## config.mk

```make
export PLATFORM = sky130hd
export DESIGN_NAME = keyed_cookie_cache_table
export DESIGN_NICKNAME = d
export VERILOG_FILES = /design/src/rtl/kcct_pkg.sv /design/src/rtl/keyed_cookie_cache_table.sv /design/src/rtl/kcct_front.sv /design/src/rtl/kcct_queue.sv /design/src/rtl/kcct_back.sv
export SDC_FILE = /design/constraint.sdc
export NUM_CORES = 2
export LEC_CHECK = 0
export ABC_AREA = 1
export BUFFER_PORTS_ARGS = -buffer_cell sky130_fd_sc_hd__buf_4
export CAP_MARGIN = 20
export CORE_ASPECT_RATIO = 1.25
export CORE_MARGIN = 1.5
export CORE_UTILIZATION = 45
export CTS_CLUSTER_DIAMETER = 60
export CTS_CLUSTER_SIZE = 12
export DETAILED_ROUTE_END_ITERATION = 16
export HOLD_SLACK_MARGIN = 0.02
export PLACE_DENSITY = 0.56
export SYNTH_ARGS = -nofsm -noshare
export SYNTH_HDL_FRONTEND = slang
export SYNTH_SLANG_ARGS = --single-unit
export TNS_END_PERCENT = 20
```

## constraint.sdc

```tcl
create_clock -name clock -period 37.1 [get_ports clock]
set_clock_uncertainty 0.2 [all_clocks]
set_input_delay 7.42 -clock clock [delete_from_list [all_inputs] [get_ports clock]]
set_output_delay 7.42 -clock clock [all_outputs]
set_load 0.05 [all_outputs]
```

## src/rtl/kcct_pkg.sv

```systemverilog
// Shared types and constants for the keyed cookie cache table.
package kcct_pkg;

   localparam int TABLE_ENTRIES = 16;
   localparam int KEY_BYTES     = 8;
   localparam int QUEUE_DEPTH   = 2;

   localparam int IDX_W  = (TABLE_ENTRIES > 1) ? $clog2(TABLE_ENTRIES) : 1;
   localparam int QPTR_W = (QUEUE_DEPTH > 1) ? $clog2(QUEUE_DEPTH) : 1;
   localparam int QCNT_W = $clog2(QUEUE_DEPTH + 1);

   // Only the leading KEY_BYTES bytes of the cookie take part in a match.
   localparam logic [63:0] KEY_MASK = {64{1'b1}} << (8 * (8 - KEY_BYTES));

   localparam logic [1:0] OP_INSERT = 2'd0;
   localparam logic [1:0] OP_TAKE   = 2'd1;
   localparam logic [1:0] OP_CHECK  = 2'd2;

   localparam logic [2:0] STATUS_ADDED     = 3'd0;
   localparam logic [2:0] STATUS_REPLACED  = 3'd1;
   localparam logic [2:0] STATUS_FOUND     = 3'd2;
   localparam logic [2:0] STATUS_NOT_FOUND = 3'd3;
   localparam logic [2:0] STATUS_FULL      = 3'd4;

   typedef struct packed {
      logic        do_insert;
      logic        do_take;
      logic        do_check;
      logic [63:0] key;
      logic [15:0] ctype;
      logic [31:0] payload;
      logic [31:0] now_time;
   } cmd_type;

   typedef struct packed {
      logic [63:0] key;
      logic [15:0] ctype;
      logic [31:0] payload;
      logic [31:0] stime;
   } entry_type;

endpackage

```

## src/rtl/keyed_cookie_cache_table.sv

```systemverilog
// Top level of the keyed cookie cache table.
//
// A request is transferred at a rising edge where start is high and busy is
// low. It carries an operation (insert/refresh, take, check), a 64-bit cookie,
// a 16-bit cookie type, a payload handle and the current time. Every request
// produces exactly one result, shown on the rsp_ ports for one cycle while
// rsp_strobe is high; the receiver cannot stall, so results are never held.
// Requests pass through an intake register and a two-entry queue, then the
// table engine scans the sixteen slots one per cycle through the slot memory
// read port, stopping at the first matching slot, so it scans 1 to 16 slots.
// The engine holds one item at a time and takes the next from the queue only
// once the current item's scan and finish state are done; the result is then
// registered onto the rsp_ ports. A request waiting in the queue also waits
// until the engine is through with the requests ahead of it.
// busy rises only when the intake register is loaded and the queue is full.
// Reset empties the table (all slots invalid), the queue and the intake; no
// clearing pass is needed, so requests are taken right after reset.
module keyed_cookie_cache_table (
   input  logic        clock,
   input  logic        reset,
   input  logic        start,
   output logic        busy,
   input  logic [1:0]  req_operation,
   input  logic [63:0] req_cookie_value,
   input  logic [15:0] req_cookie_type,
   input  logic [31:0] req_payload,
   input  logic [31:0] req_now_time,
   output logic        rsp_strobe,
   output logic [2:0]  rsp_status,
   output logic [31:0] rsp_entry_payload,
   output logic [31:0] rsp_entry_time
);

   logic              push_valid, q_full, q_valid, pop;
   kcct_pkg::cmd_type push_cmd, q_cmd;

   kcct_front u_front (
      .clock            (clock),
      .reset            (reset),
      .start            (start),
      .busy             (busy),
      .req_operation    (req_operation),
      .req_cookie_value (req_cookie_value),
      .req_cookie_type  (req_cookie_type),
      .req_payload      (req_payload),
      .req_now_time     (req_now_time),
      .q_full           (q_full),
      .push_valid       (push_valid),
      .push_cmd         (push_cmd)
   );

   kcct_queue u_queue (
      .clock      (clock),
      .reset      (reset),
      .push_valid (push_valid),
      .push_cmd   (push_cmd),
      .q_full     (q_full),
      .q_valid    (q_valid),
      .q_cmd      (q_cmd),
      .pop        (pop)
   );

   kcct_back u_back (
      .clock             (clock),
      .reset             (reset),
      .q_valid           (q_valid),
      .q_cmd             (q_cmd),
      .pop               (pop),
      .rsp_strobe        (rsp_strobe),
      .rsp_status        (rsp_status),
      .rsp_entry_payload (rsp_entry_payload),
      .rsp_entry_time    (rsp_entry_time)
   );

endmodule

```

## src/rtl/kcct_front.sv

```systemverilog
// Request intake: accepts a request, decodes its operation and hands it to the queue.
module kcct_front (
   input  logic              clock,
   input  logic              reset,
   input  logic              start,
   output logic              busy,
   input  logic [1:0]        req_operation,
   input  logic [63:0]       req_cookie_value,
   input  logic [15:0]       req_cookie_type,
   input  logic [31:0]       req_payload,
   input  logic [31:0]       req_now_time,
   input  logic              q_full,
   output logic              push_valid,
   output kcct_pkg::cmd_type push_cmd
);

   logic              front_valid_ff, front_valid_in;
   kcct_pkg::cmd_type front_cmd_ff;
   kcct_pkg::cmd_type decoded;
   logic              accept;

   assign push_valid = front_valid_ff && !q_full;
   assign push_cmd   = front_cmd_ff;
   assign busy       = front_valid_ff && q_full;
   assign accept     = start && !busy;

   always_comb begin
      decoded           = '0;
      decoded.key       = req_cookie_value;
      decoded.ctype     = req_cookie_type;
      decoded.payload   = req_payload;
      decoded.now_time  = req_now_time;
      case (req_operation)
         kcct_pkg::OP_INSERT: decoded.do_insert = 1'b1;
         kcct_pkg::OP_TAKE:   decoded.do_take   = 1'b1;
         kcct_pkg::OP_CHECK:  decoded.do_check  = 1'b1;
         default: ;
      endcase
   end

   assign front_valid_in = accept || (front_valid_ff && !push_valid);

   always_ff @(posedge clock) begin
      if (reset) begin
         front_valid_ff <= 1'b0;
      end else begin
         front_valid_ff <= front_valid_in;
      end
   end

   always_ff @(posedge clock) begin
      if (accept) begin
         front_cmd_ff <= decoded;
      end
   end

endmodule

```

## src/rtl/kcct_queue.sv

```systemverilog
// Short command queue between the intake and the table engine.
module kcct_queue (
   input  logic              clock,
   input  logic              reset,
   input  logic              push_valid,
   input  kcct_pkg::cmd_type push_cmd,
   output logic              q_full,
   output logic              q_valid,
   output kcct_pkg::cmd_type q_cmd,
   input  logic              pop
);

   kcct_pkg::cmd_type                slots_ff [kcct_pkg::QUEUE_DEPTH];
   logic [kcct_pkg::QPTR_W-1:0]      wr_ptr_ff, rd_ptr_ff;
   logic [kcct_pkg::QCNT_W-1:0]      count_ff;

   localparam logic [kcct_pkg::QCNT_W-1:0] DEPTH_CNT = kcct_pkg::QCNT_W'(kcct_pkg::QUEUE_DEPTH);
   localparam logic [kcct_pkg::QPTR_W-1:0] LAST_PTR  =
      kcct_pkg::QPTR_W'(kcct_pkg::QUEUE_DEPTH - 1);

   assign q_full  = (count_ff == DEPTH_CNT);
   assign q_valid = (count_ff != '0);
   assign q_cmd   = slots_ff[rd_ptr_ff];

   function automatic logic [kcct_pkg::QPTR_W-1:0] bump(input logic [kcct_pkg::QPTR_W-1:0] p);
      return (p == LAST_PTR) ? '0 : p + 1'b1;
   endfunction

   always_ff @(posedge clock) begin
      if (reset) begin
         wr_ptr_ff <= '0;
         rd_ptr_ff <= '0;
         count_ff  <= '0;
      end else begin
         if (push_valid) begin
            wr_ptr_ff <= bump(wr_ptr_ff);
         end
         if (pop) begin
            rd_ptr_ff <= bump(rd_ptr_ff);
         end
         if (push_valid && !pop) begin
            count_ff <= count_ff + 1'b1;
         end else if (pop && !push_valid) begin
            count_ff <= count_ff - 1'b1;
         end
      end
   end

   always_ff @(posedge clock) begin
      if (push_valid) begin
         slots_ff[wr_ptr_ff] <= push_cmd;
      end
   end

   a_no_overflow: assert property (@(posedge clock) disable iff (reset)
      !(push_valid && q_full))
      else $error("queue written while full");

endmodule

```

## src/rtl/kcct_back.sv

```systemverilog
// Table engine: scans the slot memory for a command and writes back the outcome.
module kcct_back (
   input  logic              clock,
   input  logic              reset,
   input  logic              q_valid,
   input  kcct_pkg::cmd_type q_cmd,
   output logic              pop,
   output logic              rsp_strobe,
   output logic [2:0]        rsp_status,
   output logic [31:0]       rsp_entry_payload,
   output logic [31:0]       rsp_entry_time
);

   typedef enum logic [2:0] {
      S_IDLE   = 3'b001,
      S_SCAN   = 3'b010,
      S_FINISH = 3'b100
   } state_type;

   localparam logic [kcct_pkg::IDX_W-1:0] LAST_IDX = kcct_pkg::IDX_W'(kcct_pkg::TABLE_ENTRIES - 1);

   kcct_pkg::entry_type             mem [kcct_pkg::TABLE_ENTRIES];
   kcct_pkg::entry_type             rd_data_ff;
   logic [kcct_pkg::TABLE_ENTRIES-1:0] valid_ff;

   state_type                       state_ff, state_in;
   kcct_pkg::cmd_type               cmd_ff;
   logic [kcct_pkg::IDX_W-1:0]      idx_ff;
   logic                            match_found_ff, free_found_ff;
   logic [kcct_pkg::IDX_W-1:0]      match_idx_ff, free_idx_ff;
   logic [31:0]                     match_pay_ff, match_time_ff;

   logic                            rsp_strobe_ff;
   logic [2:0]                      rsp_status_ff;
   logic [31:0]                     rsp_pay_ff, rsp_time_ff;

   logic                            hit, is_free, last;
   logic                            rd_en;
   logic [kcct_pkg::IDX_W-1:0]      rd_addr;
   logic                            wr_en;
   logic [kcct_pkg::IDX_W-1:0]      wr_addr;
   kcct_pkg::entry_type             wr_data;
   logic [2:0]                      res_status;
   logic [31:0]                     res_pay, res_time;

   assign hit = (state_ff == S_SCAN) && valid_ff[idx_ff] &&
                (rd_data_ff.ctype == cmd_ff.ctype) &&
                (((rd_data_ff.key ^ cmd_ff.key) & kcct_pkg::KEY_MASK) == 64'd0);
   assign is_free = !valid_ff[idx_ff];
   assign last    = (idx_ff == LAST_IDX);

   assign pop     = (state_ff == S_IDLE) && q_valid;
   assign rd_en   = pop || ((state_ff == S_SCAN) && !hit && !last);
   assign rd_addr = (state_ff == S_IDLE) ? '0 : idx_ff + 1'b1;

   always_comb begin
      state_in = state_ff;
      case (state_ff)
         S_IDLE:   if (q_valid) state_in = S_SCAN;
         S_SCAN:   if (hit || last) state_in = S_FINISH;
         S_FINISH: state_in = S_IDLE;
         default:  state_in = S_IDLE;
      endcase
   end

   // The match, if any, wins over a free slot; a free slot matters only for a new key.
   always_comb begin
      res_status = kcct_pkg::STATUS_NOT_FOUND;
      res_pay    = '0;
      res_time   = '0;
      wr_en      = 1'b0;
      wr_addr    = match_found_ff ? match_idx_ff : free_idx_ff;
      if (cmd_ff.do_insert) begin
         if (match_found_ff || free_found_ff) begin
            res_status = match_found_ff ? kcct_pkg::STATUS_REPLACED : kcct_pkg::STATUS_ADDED;
            res_pay    = cmd_ff.payload;
            res_time   = cmd_ff.now_time;
            wr_en      = (state_ff == S_FINISH);
         end else begin
            res_status = kcct_pkg::STATUS_FULL;
         end
      end else if ((cmd_ff.do_take || cmd_ff.do_check) && match_found_ff) begin
         res_status = kcct_pkg::STATUS_FOUND;
         res_pay    = match_pay_ff;
         res_time   = match_time_ff;
      end
   end

   assign wr_data.key     = cmd_ff.key;
   assign wr_data.ctype   = cmd_ff.ctype;
   assign wr_data.payload = cmd_ff.payload;
   assign wr_data.stime   = cmd_ff.now_time;

   always_ff @(posedge clock) begin
      if (rd_en) begin
         rd_data_ff <= mem[rd_addr];
      end
   end

   always_ff @(posedge clock) begin
      if (wr_en) begin
         mem[wr_addr] <= wr_data;
      end
   end

   always_ff @(posedge clock) begin
      if (reset) begin
         state_ff      <= S_IDLE;
         valid_ff      <= '0;
         rsp_strobe_ff <= 1'b0;
      end else begin
         state_ff      <= state_in;
         rsp_strobe_ff <= (state_ff == S_FINISH);
         if (wr_en) begin
            valid_ff[wr_addr] <= 1'b1;
         end else if ((state_ff == S_FINISH) && cmd_ff.do_take && match_found_ff) begin
            valid_ff[match_idx_ff] <= 1'b0;
         end
      end
   end

   always_ff @(posedge clock) begin
      if (pop) begin
         cmd_ff         <= q_cmd;
         idx_ff         <= '0;
         match_found_ff <= 1'b0;
         free_found_ff  <= 1'b0;
      end else if (state_ff == S_SCAN) begin
         if (hit) begin
            match_found_ff <= 1'b1;
            match_idx_ff   <= idx_ff;
            match_pay_ff   <= rd_data_ff.payload;
            match_time_ff  <= rd_data_ff.stime;
         end else begin
            if (is_free && !free_found_ff) begin
               free_found_ff <= 1'b1;
               free_idx_ff   <= idx_ff;
            end
            if (!last) begin
               idx_ff <= idx_ff + 1'b1;
            end
         end
      end
      if (state_ff == S_FINISH) begin
         rsp_status_ff <= res_status;
         rsp_pay_ff    <= res_pay;
         rsp_time_ff   <= res_time;
      end
   end

   assign rsp_strobe        = rsp_strobe_ff;
   assign rsp_status        = rsp_status_ff;
   assign rsp_entry_payload = rsp_pay_ff;
   assign rsp_entry_time    = rsp_time_ff;

   a_strobe_after_finish: assert property (@(posedge clock) disable iff (reset)
      rsp_strobe |-> $past(state_ff == S_FINISH))
      else $error("result strobe without a finished command");

   a_miss_is_zero: assert property (@(posedge clock) disable iff (reset)
      (rsp_strobe && (rsp_status == kcct_pkg::STATUS_NOT_FOUND ||
                      rsp_status == kcct_pkg::STATUS_FULL))
      |-> (rsp_entry_payload == 32'd0 && rsp_entry_time == 32'd0))
      else $error("miss or full result carries data");

   a_take_frees: assert property (@(posedge clock) disable iff (reset)
      (state_ff == S_FINISH && cmd_ff.do_take && match_found_ff)
      |=> !valid_ff[$past(match_idx_ff)])
      else $error("taken slot still valid");

   a_insert_sets: assert property (@(posedge clock) disable iff (reset)
      wr_en |=> valid_ff[$past(wr_addr)])
      else $error("written slot not marked valid");

endmodule

```

* Word level (Yosys, flattened, before mapping) *
Memory sizes are Yosys's and may differ from the RTL's. A register that Yosys moved wholly into a read port is not among the register bits.
Index checks and enable logic that the tools add are counted.

cells by class
  $lt $le $gt $ge = 5
  $add $sub $neg = 5
  bitwise gates (word level) = 7
  muxes and demuxes = 36
  reductions and logical operators = 42
  equal/unequal tests = 10

operator list
  cell                   count
  $mux W32               6
  $logic_not A64 Y1      1
  $xor A64 B64 Y64       1
  $mux W16               2
  $logic_and A1 B1 Y1    18
  $and A16 B16 Y16       1
  $eq A16 B16 Y1         1
  $mux W1                16
  $not A16 Y16           1
  $or A16 B16 Y16        1
  $lt A4 B5 Y1 const B   3
  $mux W3                4
  $reduce_and A3 Y1      3
  $demux W1 S4           2
  $ge A4 B1 Y1 const B   2
  $logic_not A1 Y1       8
  $mux W4                2
  $pmux W3 S2            1
  $reduce_bool A2 Y1     3
  $logic_or A1 B1 Y1     5
  $add A4 B1 Y4 const B  1
  $bmux W1 S4            1
  $eq A2 B2 Y1 const B   2
  $eq A4 B4 Y1 const B   1
  other kinds (14)       19

storage, ports and cells
  memories = 2
  output and inout port bits = 69
  input bits = 149
  RAM bits = 2,598
  logic and storage cells = 131
  register bits = 317

memories
  name              words  width  rd ports  clocked after memory_dff  write ports  line              RTL
  u_back.mem        16     144    1         1                         1            kcct_back.sv:22   kcct_pkg::entry_type mem [kcct_pkg::TABLE_ENTRIES];
  u_queue.slots_ff  2      147    1         1                         1            kcct_queue.sv:13  kcct_pkg::cmd_type slots_ff [kcct_pkg::QUEUE_DEPTH];

* Longest topological paths before layout *
  depth after elaboration = 9
  depth in mapped cells = 13
  gate-level depth less buffers = 13

* Hierarchy *
Synthesis repeated with hierarchy kept, for this count alone.

unflattened totals
  cells, all modules = 7,838
  area, all modules = 121,962.0 um^2

by module, submodules not included
  module      area each (um^2)  sequential area each (um^2)  instances  cells an instance
  kcct_back   106,591.0         82,619.2                     1          7,188
  kcct_queue  10,884.2          8,928.6                      1          490
  kcct_front  4,486.8           4,434.3                      1          160

* Least setup slack after synthesis *
Ideal clock, no wire load.

  path type = reg-to-reg
  start = register u_back.state_ff[2]
  end = memory u_back.mem[11][0] in the netlist's numbering (enable)
  period minus slack after synthesis = 20.757 ns
  data required time = 35.898 ns
  cell stages (with the launch flop) = 7
  arrival time = 19.554 ns
  path slack = 16.343 ns
  cells stage by stage = dfxtp_1 > inv_1 > nor3_1 > inv_1 > nor2_1 > inv_1 > nor4_1

on the way
  cells in the longest elaborated chain, start to end = 5

RTL lines
  what                           line              RTL
  start, declared                kcct_back.sv:26   state_type state_ff, state_in;
  start signal, assigned         kcct_back.sv:112  state_ff <= state_in;
  $eq A3 B3 Y1                   kcct_back.sv:78   wr_en = (state_ff == S_FINISH);
  $mux W1                        kcct_back.sv:74   if (match_found_ff || free_found_ff) begin
  $mux W1                        kcct_back.sv:73   if (cmd_ff.do_insert) begin
  $mux W1                        kcct_back.sv:101  if (wr_en) begin
  $mux W1 (implied by the code)  kcct_back.sv:102  mem[wr_addr] <= wr_data;
  end, declared                  kcct_back.sv:22

No other way between the ends.

* Worst setup path after layout *
  start = register u_queue.count_ff[1] in the netlist's numbering
  end = output busy

on the way
  cells in the longest elaborated chain, start to end = 2

RTL lines
  what                    line                            RTL
  start, declared         kcct_queue.sv:15                logic [kcct_pkg::QCNT_W-1:0] count_ff;
  start signal, assigned  kcct_queue.sv:42                count_ff <= count_ff + 1'b1;
  start signal, assigned  kcct_queue.sv:44                count_ff <= count_ff - 1'b1;
  $eq A2 B2 Y1            kcct_queue.sv:21                assign q_full = (count_ff == DEPTH_CNT);
  $logic_and A1 B1 Y1     kcct_front.sv:24                assign busy = front_valid_ff && q_full;
  end, declared           keyed_cookie_cache_table.sv:22  output logic busy,

No other way between the ends.

==> results.cfg <==
[detailed_routing]
drtIter0Drc = 6524
wl_um = 317000
detail_route.wl_per_cell_um = 26.3
drc = 0
drtPass1Iterations = 6
vias = 69200
final_antenna_net_count = 0
drt-vias-per-instance = 5.75

[clock_network]
cts_max_path_buffers = 4
ctsResizeCount = 0
clockRootBuffer = clkbuf_16
cts_hold_buffers = 0
cts.clk_slew.worst_paths_ps = 60
insertion_delay_ps = 880
cts_setup_buffers = 0
clock-sinks = 3206
cts_inserted_buffers = 313
cts_tree = done
cts_max_level = 5

[logic_synthesis]
yosysWarnings = 0
synth_flop_cell = edfxtp_1
synth_seq_cells = 3206
syn_inst = 8299
synthesis.nets = 8450
postSynthAreaPerCell_um2 = 14.8
ys_seq_area_share_pct = 78.4
synthArstFlopShare_pct = 0
synthesis.area_mm2 = 0.122
yosysUniqueCellTypes = 47
synth_edf_count = 3175

[critical_path]
worstSetupPathType = reg -> out
worstSetupEndpointType = output port
startpoint_type = flip-flop
critPathRequiredTime_ps = 29480
crit_chain = inv_1, nor3_1, buf_4
cp.arrival_ps = 1900
worstPathMaxFanout = 5
slowest_stage = nor3_1
path_delay_family = buffers and inverters
cpPeakStageDelay_ps = 340
critical_path_buf_inv_count = 2

[place]
place_congestion = 0.792
portBuffers = 217
dp_hpwl_um = 153000
place_inst = 11700

[floorplan]
die_x_um = 470
top_level_ports = 218
start_util_pct = 45.4
coreArea_mm2 = 0.270
rows = 213
dieArea_mm2 = 0.275
die_y_um = 586

[timing]
slew_violations = 0
clock.fmax_ghz = 0.105
slew_headroom_pct = 22.1
final_hold_viol_count = 0
fin_crit_sh_pct = 25.7
period_minus_slack_ps = 9520
tns_ps = 0
worst_pin_slew_ps = 1170
rsz0062_at_grt = no
whs_ps = 209
finalSetupViolations = 0

[layout]
fill_cells = 22400
final_nets = 8581
layout_commonest_cell = edfxtp_1
fin_util_pct = 50.4
layout.cells.non_filler = 12000
layout_common_cells = 3175 x edfxtp_1, 961 x nand2_1, 896 x nor2_1
ff_latch_area_mm2 = 0.0960
multi_input_area_mm2 = 0.0235
area_growth_syn_to_layout_pct = 11.1
final_layout_size_suffix_gt1_share_pct = 12.9

[power]
power.leakage_uw = 0.0441
powerDensity_mw_per_mm2 = 77.1
power_uw = 10500
p_sw_share_pct = 33.8
p_comb_share_pct = 25.1
power_switching_uw = 3550
sequentialPowerShare_pct = 48.0
ir_drop_mv = 0.115
p_clk_share_pct = 27.0
power.internal_uw = 6950

[min_path]
min_path_type = reg -> reg

[global_route]
grt_start_max_net_pins = 216
first_global_vias = 68500
grt_busiest_layer = met2
met3_usage_pct = 2.73
grt_pass1_wl_um = 461000
use_met2_pct = 40.0
antenna_found_initial = 7
grt.total_usage_pct = 22.6
grt_overflow = 0
met1_usage_pct = 29.1

[status]
outcome = complete, no violations

[flow_run]
cap_violations = 0
==> worst register-to-register path: cells and delay by family, from the launching register on <==
| kind | cells | cell delay (ps) |
|---|---|---|
| flops | 1 | 790 |
| simple gates | 3 | 1050 |
| compound gates | 3 | 440 |
| buf+inv | 5 | 4120 |
==> synthesized netlist by cell type (all sizes together) (21+ instances only) <==
| cell type | instances | area share [%] |
|---|---|---|
| a21boi | 96 | 0.59 |
| a21oi | 21 | 0.086 |
| a22o | 64 | 0.46 |
| buf | 231 | 1.0 |
| clkbuf | 296 | 0.91 |
| dfxtp | 31 | 0.51 |
| edfxtp | 3175 | 78 |
| inv | 211 | 0.65 |
| nand2 | 966 | 3.0 |
| nand3 | 305 | 1.3 |
| nor2 | 915 | 2.8 |
| nor3 | 27 | 0.11 |
| o211ai | 424 | 2.6 |
| o21ai | 559 | 2.3 |
| o221ai | 161 | 1.2 |
| o22ai | 101 | 0.52 |
| o311ai | 179 | 1.3 |
| or2 | 403 | 2.1 |
| xnor2 | 43 | 0.31 |
==> cell families after synthesis <==
| kind of cell | count (synthesis) | synth area share, % |
|---|---|---|
| compound gates | 1657 | 9.28 |
| simple gates | 2636 | 9.31 |
| fa+ha+maj | 2 | 0.0204 |
| buf+inv | 740 | 2.61 |
| flops | 3206 | 78.4 |
| xor+xnor | 58 | 0.415 |
==> per-layer routing <==
metal | up-vias | routed length, um
met5 | - | 13
met4 | 2 | 9060
met3 | 461 | 15700
met2 | 1990 | 161000
met1 | 35500 | 130000
li1 | 31200 | -
==> registers in the layout (all words and copies together), names as in the netlist <==
register	flops
u_back.cmd_ff	147
u_back.free_found_ff	1
u_back.free_idx_ff	4
u_back.idx_ff	4
u_back.match_found_ff	1
u_back.match_idx_ff	4
u_back.match_pay_ff	32
u_back.match_time_ff	32
u_back.mem	2304
u_back.rd_data_ff	144
u_back.rsp_entry_payload	32
u_back.rsp_entry_time	32
u_back.rsp_status	3
u_back.rsp_strobe	1
u_back.state_ff	3
u_back.valid_ff	16
u_front.front_valid_ff	1
u_front.push_cmd	147
u_queue.count_ff	2
u_queue.rd_ptr_ff	1
u_queue.slots_ff	294
u_queue.wr_ptr_ff	1
==> area by class of cell <==
type / count / area share [%]
clock inverter: 27 / 0.213
sequential: 3206 / 70.5
antenna: 4 / 0.00736
clock buffer: 352 / 5.96
inverter: 213 / 0.624
tap: 3547 / 3.26
multi-input combinational: 4353 / 17.3
timing repair buffer: 343 / 2.11
==> final timing paths <==
kind                                       endpoint  slack (ps)  cells past startpoint                              from
hold / removal    u_back.match_pay_ff[24]$_DFFE_PP_         210                      0   u_back.rd_data_ff[56]$_DFFE_PP_
hold reg to reg   u_back.match_pay_ff[24]$_DFFE_PP_         210                      0   u_back.rd_data_ff[56]$_DFFE_PP_
setup / recovery                               busy       27580                      3  u_queue.count_ff[1]$_SDFFE_PP0P_
setup reg to reg    u_back.rd_data_ff[96]$_DFFE_PP_       30230                     11     u_back.idx_ff[0]$_SDFFE_PP0P_
==> metrics by stage <==
step	worst slack, ps	cell area, um2
6_report	27580	136000
5_1_grt	27450	136000
4_1_cts	27500	136000
3_5_place_dp	27060	128000
3_3_place_gp	27160	128000
2_1_floorplan	16340	122000
==> power groups by stage <==
| stage | Combinational, uW | Sequential (uW) | Clock [uW] |
|---|---|---|---|
| final | 2630 | 5030 | 2830 |
| after global routing | 2900 | 5080 | 3020 |
| after CTS | 2660 | 5030 | 2890 |
| after detailed placement | 2650 | 5100 | 0 |
| after global placement | 2610 | 5080 | 0 |
| after floorplan | 1820 | 4990 | 0 |
(Power assumes the default switching activity.)
